--- src/rtl/cfr_pkg.sv ---
package cfr_pkg;

  localparam logic [7:0] StartByte       = 8'h68;
  localparam logic [7:0] LengthLimit     = 8'd252;
  localparam logic [7:0] MaxCommandReset = 8'd5;

  typedef enum logic [2:0] {
    EV_PAYLOAD  = 3'd0,
    EV_ACCEPT   = 3'd1,
    EV_BAD_CMD  = 3'd2,
    EV_BAD_LEN  = 3'd3,
    EV_BAD_SUM  = 3'd4
  } event_t;

  typedef enum logic [5:0] {
    PH_HUNT = 6'b000001,
    PH_CMD  = 6'b000010,
    PH_LEN  = 6'b000100,
    PH_DATA = 6'b001000,
    PH_SUM  = 6'b010000,
    PH_TAIL = 6'b100000
  } phase_t;

  typedef struct packed {
    event_t     ev;
    logic [7:0] command;
    logic [7:0] payload_byte;
    logic [7:0] payload_index;
    logic [7:0] payload_length;
    logic [7:0] computed_sum;
  } result_t;

  // handshake between the core and the output register
  typedef struct packed {
    logic    valid;
    result_t res;
  } result_beat_t;

endpackage

--- src/rtl/cfr_in_stage.sv ---
module cfr_in_stage (
  input  logic       clk,
  input  logic       rst,
  input  logic       rx_valid,
  output logic       rx_stall,
  input  logic [7:0] rx_byte,
  output logic       held_valid,
  output logic [7:0] held_byte,
  input  logic       held_take
);

  assign rx_stall = held_valid && !held_take;

  always_ff @(posedge clk) begin
    if (rst) begin
      held_valid <= 1'b0;
    end else if (!rx_stall) begin
      held_valid <= rx_valid;
    end
  end

  always_ff @(posedge clk) begin
    if (!rx_stall && rx_valid) begin
      held_byte <= rx_byte;
    end
  end

endmodule

--- src/rtl/cfr_core.sv ---
module cfr_core (
  input  logic                  clk,
  input  logic                  rst,
  input  logic                  cfg_write,
  input  logic [7:0]            cfg_data,
  input  logic                  held_valid,
  input  logic [7:0]            held_byte,
  output logic                  held_take,
  input  logic                  out_ready,
  output cfr_pkg::result_beat_t beat
);

  cfr_pkg::phase_t phase, phase_next;
  logic [7:0] max_command;
  logic [7:0] running_sum, running_sum_next;
  logic [7:0] frame_command, frame_command_next;
  logic [7:0] frame_length, frame_length_next;
  logic [7:0] byte_index, byte_index_next;
  logic [7:0] sum_plus;
  logic [7:0] index_plus;
  logic       emit;
  cfr_pkg::result_t res;

  assign sum_plus   = running_sum + held_byte;
  assign index_plus = byte_index + 8'd1;

  always_comb begin
    phase_next         = phase;
    running_sum_next   = running_sum;
    frame_command_next = frame_command;
    frame_length_next  = frame_length;
    byte_index_next    = byte_index;
    emit               = 1'b0;
    res.ev             = cfr_pkg::EV_PAYLOAD;
    res.command        = frame_command;
    res.payload_byte   = 8'd0;
    res.payload_index  = 8'd0;
    res.payload_length = 8'd0;
    res.computed_sum   = running_sum;
    unique case (phase)
      cfr_pkg::PH_CMD: begin
        frame_command_next = held_byte;
        res.command        = held_byte;
        if (held_byte > max_command) begin
          emit       = 1'b1;
          res.ev     = cfr_pkg::EV_BAD_CMD;
          phase_next = cfr_pkg::PH_HUNT;
        end else begin
          running_sum_next = sum_plus;
          phase_next       = cfr_pkg::PH_LEN;
        end
      end
      cfr_pkg::PH_LEN: begin
        if (held_byte > cfr_pkg::LengthLimit) begin
          frame_length_next = 8'd0;
          emit              = 1'b1;
          res.ev            = cfr_pkg::EV_BAD_LEN;
          phase_next        = cfr_pkg::PH_HUNT;
        end else begin
          frame_length_next = held_byte;
          running_sum_next  = sum_plus;
          byte_index_next   = 8'd0;
          phase_next        = (held_byte == 8'd0) ? cfr_pkg::PH_SUM : cfr_pkg::PH_DATA;
        end
      end
      cfr_pkg::PH_DATA: begin
        running_sum_next   = sum_plus;
        emit               = 1'b1;
        res.ev             = cfr_pkg::EV_PAYLOAD;
        res.payload_byte   = held_byte;
        res.payload_index  = byte_index;
        res.payload_length = frame_length;
        res.computed_sum   = sum_plus;
        byte_index_next    = index_plus;
        if (index_plus >= frame_length) begin
          phase_next = cfr_pkg::PH_SUM;
        end
      end
      cfr_pkg::PH_SUM: begin
        emit               = 1'b1;
        res.payload_length = frame_length;
        if (held_byte == running_sum) begin
          res.ev     = cfr_pkg::EV_ACCEPT;
          phase_next = cfr_pkg::PH_TAIL;
        end else begin
          res.ev     = cfr_pkg::EV_BAD_SUM;
          phase_next = cfr_pkg::PH_HUNT;
        end
      end
      cfr_pkg::PH_TAIL: begin
        // trailer byte is swallowed without a check
        phase_next = cfr_pkg::PH_HUNT;
      end
      default: begin
        if (held_byte == cfr_pkg::StartByte) begin
          running_sum_next   = cfr_pkg::StartByte;
          frame_command_next = 8'd0;
          frame_length_next  = 8'd0;
          byte_index_next    = 8'd0;
          phase_next         = cfr_pkg::PH_CMD;
        end else begin
          phase_next = cfr_pkg::PH_HUNT;
        end
      end
    endcase
  end

  // bytes that produce no result never wait on the output side
  assign held_take  = held_valid && (!emit || out_ready);
  assign beat.valid = held_valid && emit && out_ready;
  assign beat.res   = res;

  always_ff @(posedge clk) begin
    if (rst) begin
      max_command <= cfr_pkg::MaxCommandReset;
    end else if (cfg_write) begin
      max_command <= cfg_data;
    end
  end

  always_ff @(posedge clk) begin
    if (rst) begin
      phase         <= cfr_pkg::PH_HUNT;
      running_sum   <= 8'd0;
      frame_command <= 8'd0;
      frame_length  <= 8'd0;
      byte_index    <= 8'd0;
    end else if (held_take) begin
      phase         <= phase_next;
      running_sum   <= running_sum_next;
      frame_command <= frame_command_next;
      frame_length  <= frame_length_next;
      byte_index    <= byte_index_next;
    end
  end

endmodule

--- src/rtl/cfr_out_stage.sv ---
module cfr_out_stage (
  input  logic                  clk,
  input  logic                  rst,
  input  cfr_pkg::result_beat_t beat,
  output logic                  out_ready,
  output logic                  res_valid,
  input  logic                  res_stall,
  output cfr_pkg::result_t      res
);

  assign out_ready = !res_valid || !res_stall;

  always_ff @(posedge clk) begin
    if (rst) begin
      res_valid <= 1'b0;
    end else if (out_ready) begin
      res_valid <= beat.valid;
    end
  end

  always_ff @(posedge clk) begin
    if (beat.valid) begin
      res <= beat.res;
    end
  end

endmodule

--- src/rtl/checksum_frame_receiver_top.sv ---
// Frame receiver for a byte stream: hunts for start byte 0x68, then takes
// command, length, payload and a sum8 checksum byte, plus one trailer byte.
// Input channel: rx_valid / rx_stall / rx_byte, one received byte per beat.
// Result channel: res_valid / res_stall with event_res, command,
// payload_byte, payload_index, payload_length and computed_sum. A payload
// byte gives one result; a frame ends in one verdict (accepted, bad
// command, bad length, checksum mismatch). Other bytes give no result.
// Configuration: cfg_write / cfg_data set max_command (reset value 5);
// write only while the block is idle.
// Path: a byte waits in the input register and is then decoded into the
// result register, from which its result is presented.
// Throughput: one byte per cycle unless res_stall holds a result; the single
// decode stage between the input and result registers sets this figure.
// Stall: while res_stall holds a result, the result register keeps it; a
// byte that would give a result waits in the input register and rx_stall
// rises, while bytes giving no result keep flowing.
// Reset (rst, synchronous): hunting for the start byte, both registers
// empty, max_command back to 5.
module checksum_frame_receiver_top (
  input  logic       clk,
  input  logic       rst,
  input  logic       cfg_write,
  input  logic [7:0] cfg_data,
  input  logic       rx_valid,
  output logic       rx_stall,
  input  logic [7:0] rx_byte,
  output logic       res_valid,
  input  logic       res_stall,
  output logic [2:0] event_res,
  output logic [7:0] command,
  output logic [7:0] payload_byte,
  output logic [7:0] payload_index,
  output logic [7:0] payload_length,
  output logic [7:0] computed_sum
);

  logic                  held_valid;
  logic [7:0]            held_byte;
  logic                  held_take;
  logic                  out_ready;
  cfr_pkg::result_beat_t beat;
  cfr_pkg::result_t      res;

  cfr_in_stage u_in (
    .clk        (clk),
    .rst        (rst),
    .rx_valid   (rx_valid),
    .rx_stall   (rx_stall),
    .rx_byte    (rx_byte),
    .held_valid (held_valid),
    .held_byte  (held_byte),
    .held_take  (held_take)
  );

  cfr_core u_core (
    .clk        (clk),
    .rst        (rst),
    .cfg_write  (cfg_write),
    .cfg_data   (cfg_data),
    .held_valid (held_valid),
    .held_byte  (held_byte),
    .held_take  (held_take),
    .out_ready  (out_ready),
    .beat       (beat)
  );

  cfr_out_stage u_out (
    .clk       (clk),
    .rst       (rst),
    .beat      (beat),
    .out_ready (out_ready),
    .res_valid (res_valid),
    .res_stall (res_stall),
    .res       (res)
  );

  assign event_res      = res.ev;
  assign command        = res.command;
  assign payload_byte   = res.payload_byte;
  assign payload_index  = res.payload_index;
  assign payload_length = res.payload_length;
  assign computed_sum   = res.computed_sum;

endmodule
--- config.mk ---
export PLATFORM = sky130hd
export DESIGN_NAME = checksum_frame_receiver_top
export DESIGN_NICKNAME = d
export VERILOG_FILES = /design/src/rtl/cfr_pkg.sv /design/src/rtl/cfr_in_stage.sv /design/src/rtl/cfr_core.sv /design/src/rtl/cfr_out_stage.sv /design/src/rtl/checksum_frame_receiver_top.sv
export SDC_FILE = /design/constraint.sdc
export NUM_CORES = 1
export LEC_CHECK = 0
export CAP_MARGIN = 30
export CELL_PAD_IN_SITES_DETAIL_PLACEMENT = 0
export CELL_PAD_IN_SITES_GLOBAL_PLACEMENT = 1
export CORE_MARGIN = 8
export CORE_UTILIZATION = 53
export DETAILED_ROUTE_END_ITERATION = 8
export DONT_BUFFER_PORTS = 1
export PLACE_DENSITY = 0.85
export SYNTH_ARGS = -nofsm -noshare
export SYNTH_HDL_FRONTEND = slang
export SYNTH_SLANG_ARGS = --single-unit
export TNS_END_PERCENT = 30
--- constraint.sdc ---
create_clock -name clk -period 10.5 [get_ports clk]
set_clock_uncertainty 0.15 [all_clocks]
set_input_delay 1.05 -clock clk [delete_from_list [all_inputs] [get_ports clk]]
set_output_delay 1.05 -clock clk [all_outputs]
set_load 0.05 [all_outputs]
==> flow_metrics.env, run 1 <==
export IMPL_status="finished clean"
export IMPL_irDropWorstVdd_mv=0.0894
export IMPL_die_x_um=113
export IMPL_synth_top_family_by_area="simple AND/OR/NAND/NOR gates"
export IMPL_slew_headroom_pct=40.2
export IMPL_rsz0062_at_grt="false"
export IMPL_worst_slew_pin_slew_ns=0.894
export IMPL_io_buffer_count=0
export IMPL_ys_seq_elements=99
export IMPL_syn_num_nets=549
export IMPL_grt_max_degree=35
export IMPL_crit_required_ns=9.30
export IMPL_clkPwrFrac_pct=34.1
export IMPL_path_class="reg -> out"
export IMPL_area_growth_pct=5.07
export IMPL_yosysWarnings=0
export IMPL_holdCritPathClass="reg -> reg"
export IMPL_cts_resized_gates=0
export IMPL_synthTopCellsByCount="71 x nand2_1, 51 x edfxtp_1, 48 x dfxtp_1"
export IMPL_grt_overflow=0
export IMPL_swShare_pct=25.5
export IMPL_p_total_mw=0.694
export IMPL_switchingPower_mw=0.177
export IMPL_tns_ns=0
export IMPL_synthMuxAreaShare_pct=4.01
export IMPL_root_buffer="clkbuf_8"
export IMPL_netlist_instances=503
export IMPL_synth_cell_types=57
export IMPL_place_congestion=0.883
export IMPL_ant_nets=0
export IMPL_critPathCaptureType="primary output"
export IMPL_fmax_ghz=0.213
export IMPL_grt_usage_pct=18.2
export IMPL_cts_sinks=99
export IMPL_instances_no_fill=610
export IMPL_htreeDepth=3
export IMPL_core_area_um2=9200
export IMPL_p_leak_nw=2.06
export IMPL_synth_simple_area_share_pct=19.1
export IMPL_intPower_mw=0.517
export IMPL_drc=0
export IMPL_dieHeight_um=113
export IMPL_synth_xor_area_share_pct=2.63
export IMPL_finalCritPeriodShare_pct=44.8
export IMPL_rows=35
export IMPL_antenna_cells_inserted=0
export IMPL_seqPwrFrac_pct=60.5
export IMPL_dr_pass1_iters=4
export IMPL_syn_cell_area_um2=4990
export IMPL_clk_pin_slew_ns=0.10
export IMPL_yosys_area_share_adder_pct=6.42
export IMPL_start_util_pct=54.3
export IMPL_netlist_area_leader_share_pct=30.7
export IMPL_grt_pass1_vias=3505
export IMPL_wl_per_cell_um=19.0
export IMPL_nets=540
export IMPL_postSynth_asyncResetShare_pct=0
export IMPL_synth_edf_count=51
export IMPL_yosys_area_top_type="edfxtp_1"
export IMPL_dpl_cell_count=594
export IMPL_num_io_pins=66
export IMPL_synth_seq_area_share_pct=49.9
export IMPL_synth_most_common_cell="nand2_1"
export IMPL_num_vias=3630
export IMPL_tritoncts="yes"
export IMPL_finalHoldViolCount=0
export IMPL_cts_made_buffers=9
export IMPL_wl_um=11600
export IMPL_synth_compound_area_share_pct=13.8
export IMPL_clkLatencyLatePin_ns=0.37
export IMPL_crit_arrival_ns=3.51
export IMPL_drt_iter0_drc=235
export IMPL_worst_setup_path_start_kind="flop"
export IMPL_p_comb_share_pct=5.4
export IMPL_grt_first_pass_wirelength_um=18100
export IMPL_postCtsSetupRepairBufs=0
export IMPL_drive_gt1_share_pct=7.21
export IMPL_powerDensity_nw_per_um2=132
export IMPL_synth_area_top_cells="edfxtp_1 31%, dfxtp_1 19%, ha_1 6.0%, nand2_1 5.3%, mux2i_1 4.0%"
export IMPL_syn_area_per_cell_um2=9.92
export IMPL_antenna_found_initial=0
export IMPL_period_minus_slack_ns=4.71
export IMPL_slew_violations=0
export IMPL_ys_flop_type="edfxtp_1"
export IMPL_setup_violations=0
export IMPL_viasPerCell=5.95
export IMPL_cp_max_fo=12
export IMPL_die_area_um2=12800
export IMPL_clock_path_buffers=2
export IMPL_max_cap_violations=0
export IMPL_dpl_hpwl_um=8490
export IMPL_hold_buffers=0
[layout by cell type, fill, tap and decap left out, types with 5 or more instances in the layout]
master and n:
nand2_1 71, edfxtp_1 51, dfxtp_1 48, nor2_1 38, o21ai_0 26, ha_1 24, a21oi_1 22, inv_1 22
mux2i_1 20, and2_1 16, nand3_1 16, o211ai_1 12, xor2_1 10, clkbuf_8 9, and3_1 8, nor3_1 8
o41ai_1 8, nor2b_1 5, nand4_1 5, xnor2_1 5
[path summary, 6_finish.rpt]
check                                       startpoint                     end  slack (ns)  cells after the start
worst max-delay path                   u_core.phase[2]                rx_stall        5.79                      6
worst min-delay path            u_core.frame_length[7]  u_core.frame_length[7]        0.31                      2
worst max register to register         u_core.phase[2]            u_out.res[8]        6.67                      7
worst min register to register  u_core.frame_length[7]  u_core.frame_length[7]        0.31                      2
[layer usage]
metal  GRT usage [%]  wire [um]  up-vias
met5               0          0        -
li1                -          -     1792
met3            3.89        740       19
met1            22.5       5160     1686
met2            30.2       5420      133
met4            7.55        271        0
[through the flow]
step                util (%)  cell area (um2)  setup WS [ns]  hold slack [ns]
floorplan                  -             4990           6.25            0.288
global placement        54.7             5030           6.31            0.300
detailed placement      54.9             5050           6.20            0.306
CTS                     57.0             5240           5.78            0.320
global route            57.0             5240           5.53            0.346
finish                  57.0             5240           5.79            0.314
[power by group through the flow]
stage	Combinational, mW	Clock (mW)	Sequential, mW
global route	0.0416	0.258	0.421
floorplan	0.0335	0	0.423
CTS	0.0372	0.244	0.420
global placement	0.0361	0	0.428
detailed placement	0.0370	0	0.429
finish	0.0373	0.237	0.420
[cells by family after synthesis]
| kind of cell | Yosys count |
|---|---|
| xor gates and xnor gates | 15 |
| and+or+nand+nor | 194 |
| buffers and inverters | 47 |
| muxes | 20 |
| adders and majority gates | 25 |
| AOI/OAI and AO/OA | 103 |
| DFF | 99 |
[critical path: stages, from the launching register on]
cell and delay, ns:
dfxtp_1 0.38, nor2_1 0.28, nand4b_1 0.51, a211o_1 0.45
nor2_1 0.34, o21ai_0 0.39, nor2_1 0.79
[cell type report]
class,count,area [um2]
inverters,22,82.6
clock inverters,7,67.6
well taps,111,139
clock buffers,9,124
repair buffers,5,38.8
flip-flops and latches,99,2490
fillers,796,3950
multi-input cells,357,2300
[flip-flops by register name (all words and copies together) (netlist names), 6 cells and up]
| name | cells |
|---|---|
| u_core.phase | 6 |
| u_core.max_command | 8 |
| u_core.frame_command | 8 |
| u_out.res | 43 |
| u_core.running_sum | 8 |
| u_core.byte_index | 8 |
| u_core.frame_length | 8 |
| u_in.held_byte | 8 |
Note: power is estimated with default switching activity, not from simulation.
==> inputs of run 2 (changes only) <==
- CORE_UTILIZATION: 53 -> 44
- PLACE_DENSITY: 0.85 -> 0.76
- clock period: 10.5 -> 4.2 ns (I/O delays scaled with it)
==> flow_metrics.env, run 2 (synthesis results as in run 1) <==
export IMPL_clk_pin_slew_ns=0.07
export IMPL_die_area_um2=15000
export IMPL_cts_sinks=99
export IMPL_io_buffer_count=0
export IMPL_die_x_um=122
export IMPL_place_congestion=0.912
export IMPL_dr_pass1_iters=5
export IMPL_worst_slew_pin_slew_ns=0.872
export IMPL_dpl_hpwl_um=9080
export IMPL_swShare_pct=23.8
export IMPL_rsz0062_at_grt="false"
export IMPL_drt_iter0_drc=295
export IMPL_irDropWorstVdd_mv=0.235
export IMPL_nets=544
export IMPL_clkPwrFrac_pct=40.6
export IMPL_num_io_pins=66
export IMPL_slew_headroom_pct=41.7
export IMPL_viasPerCell=5.68
export IMPL_fmax_ghz=0.266
export IMPL_wl_per_cell_um=19.0
export IMPL_root_buffer="clkbuf_16"
export IMPL_hold_buffers=1
export IMPL_wl_um=12300
export IMPL_holdCritPathClass="in -> reg"
export IMPL_p_comb_share_pct=5.3
export IMPL_tns_ns=0
export IMPL_drc=0
export IMPL_tritoncts="yes"
export IMPL_ant_nets=0
export IMPL_core_area_um2=11200
export IMPL_cts_resized_gates=0
export IMPL_area_growth_pct=8.45
export IMPL_grt_overflow=0
export IMPL_switchingPower_mw=0.459
export IMPL_rows=39
export IMPL_postCtsSetupRepairBufs=0
export IMPL_largest_register="u_out.res"
export IMPL_crit_arrival_ns=3.19
export IMPL_final_cell_mix="71 x nand2_1, 51 x edfxtp_1, 48 x dfxtp_1"
export IMPL_worst_setup_path_start_kind="flop"
export IMPL_intPower_mw=1.47
export IMPL_regArea_um2=2490
export IMPL_seqPwrFrac_pct=54.2
export IMPL_drive_gt1_share_pct=7.55
export IMPL_dieHeight_um=122
export IMPL_powerDensity_nw_per_um2=357
export IMPL_critPathCaptureType="primary output"
export IMPL_antenna_cells_inserted=0
export IMPL_multi_input_area_um2=2300
export IMPL_grt_usage_pct=16.8
export IMPL_cp_max_fo=8
export IMPL_holdWs_ns=0.0167
export IMPL_finalCritPeriodShare_pct=89.5
export IMPL_crit_required_ns=3.63
export IMPL_start_util_pct=44.5
export IMPL_grt_first_pass_wirelength_um=19300
export IMPL_postLayoutCoreUtil_pct=48.2
export IMPL_instances_no_fill=646
export IMPL_period_minus_slack_ns=3.76
export IMPL_status="finished clean"
export IMPL_largest_reg_flops=43
export IMPL_clock_path_buffers=2
export IMPL_setup_violations=0
export IMPL_num_vias=3672
export IMPL_dpl_cell_area_um2=5120
export IMPL_finalHoldViolCount=0
export IMPL_cts_made_buffers=9
export IMPL_final_area_um2=5410
export IMPL_p_leak_nw=2.12
export IMPL_slew_violations=0
export IMPL_fillers=1056
export IMPL_antenna_found_initial=0
export IMPL_grt_pass1_vias=3603
export IMPL_clkLatencyLatePin_ns=0.35
export IMPL_htreeDepth=3
export IMPL_path_class="reg -> out"
export IMPL_grt_max_degree=34
export IMPL_max_cap_violations=0
export IMPL_final_common_cell="nand2_1"
export IMPL_dpl_cell_count=629
## run 2: cell types whose count changed in the layout (fill, tap and decap cells not counted), sizes merged
cell         delta
clkinv          +1
inv             -2
buf             +3
clkbuf          +1
dlygate4sd3     +1
## run 2: final cells by class
class                           count  share of cell area (%)
Multi-Input combinational cell    357                    42.5
Sequential cell                    99                    46.1
Timing Repair Buffer                9                    1.48
Clock inverter                      6                   0.925
Clock buffer                       10                    4.23
Tap cell                          143                    3.31
Inverter                           22                    1.53
## run 2: worst paths after layout
kind	endpoint	slack (ns)	startpoint	depth (start not counted)
max	rx_stall	0.44	u_in.held_byte[5]	8
min	u_in.held_byte[0]	0.02	rx_byte[0]	0
max reg2reg	u_out.res[3]	0.75	u_in.held_byte[7]	8
min reg2reg	u_core.frame_length[4]	0.31	u_core.frame_length[4]	2
## run 2: through the flow
step	power (mW)	setup slack [ns]
5_1_grt	2.00	0.130
6_report	1.93	0.442
3_5_place_dp	1.16	0.785
4_1_cts	1.95	0.428
3_3_place_gp	1.16	0.899
2_1_floorplan	1.14	0.651
## run 2: power by group through the flow
stage	logic [mW]	clock network, mW	registers, mW
after floorplan	0.0839	0	1.06
after global placement	0.0938	0	1.07
after detailed placement	0.0967	0	1.07
after CTS	0.101	0.803	1.05
after global routing	0.114	0.840	1.05
final	0.102	0.784	1.05
## run 2: per-layer routing
| metal | up-vias | wire length, um | global-route usage (%) |
|---|---|---|---|
| met2 | 130 | 5690 | 26.6 |
| met3 | 19 | 911 | 5.29 |
| met1 | 1724 | 5370 | 21.1 |
| li1 | 1799 | - | - |
| met5 | - | 0 | 0 |
| met4 | 0 | 290 | 6.40 |
## run 2: worst max-delay path, cell delays in order, from the launching register on
cell      delay (ns)
edfxtp_1        0.53
ha_1            0.37
a211o_1         0.26
a21oi_1         0.30
and3_1          0.26
nor2_1          0.14
o21ai_0         0.67
nor2_1          0.10
buf_4           0.22
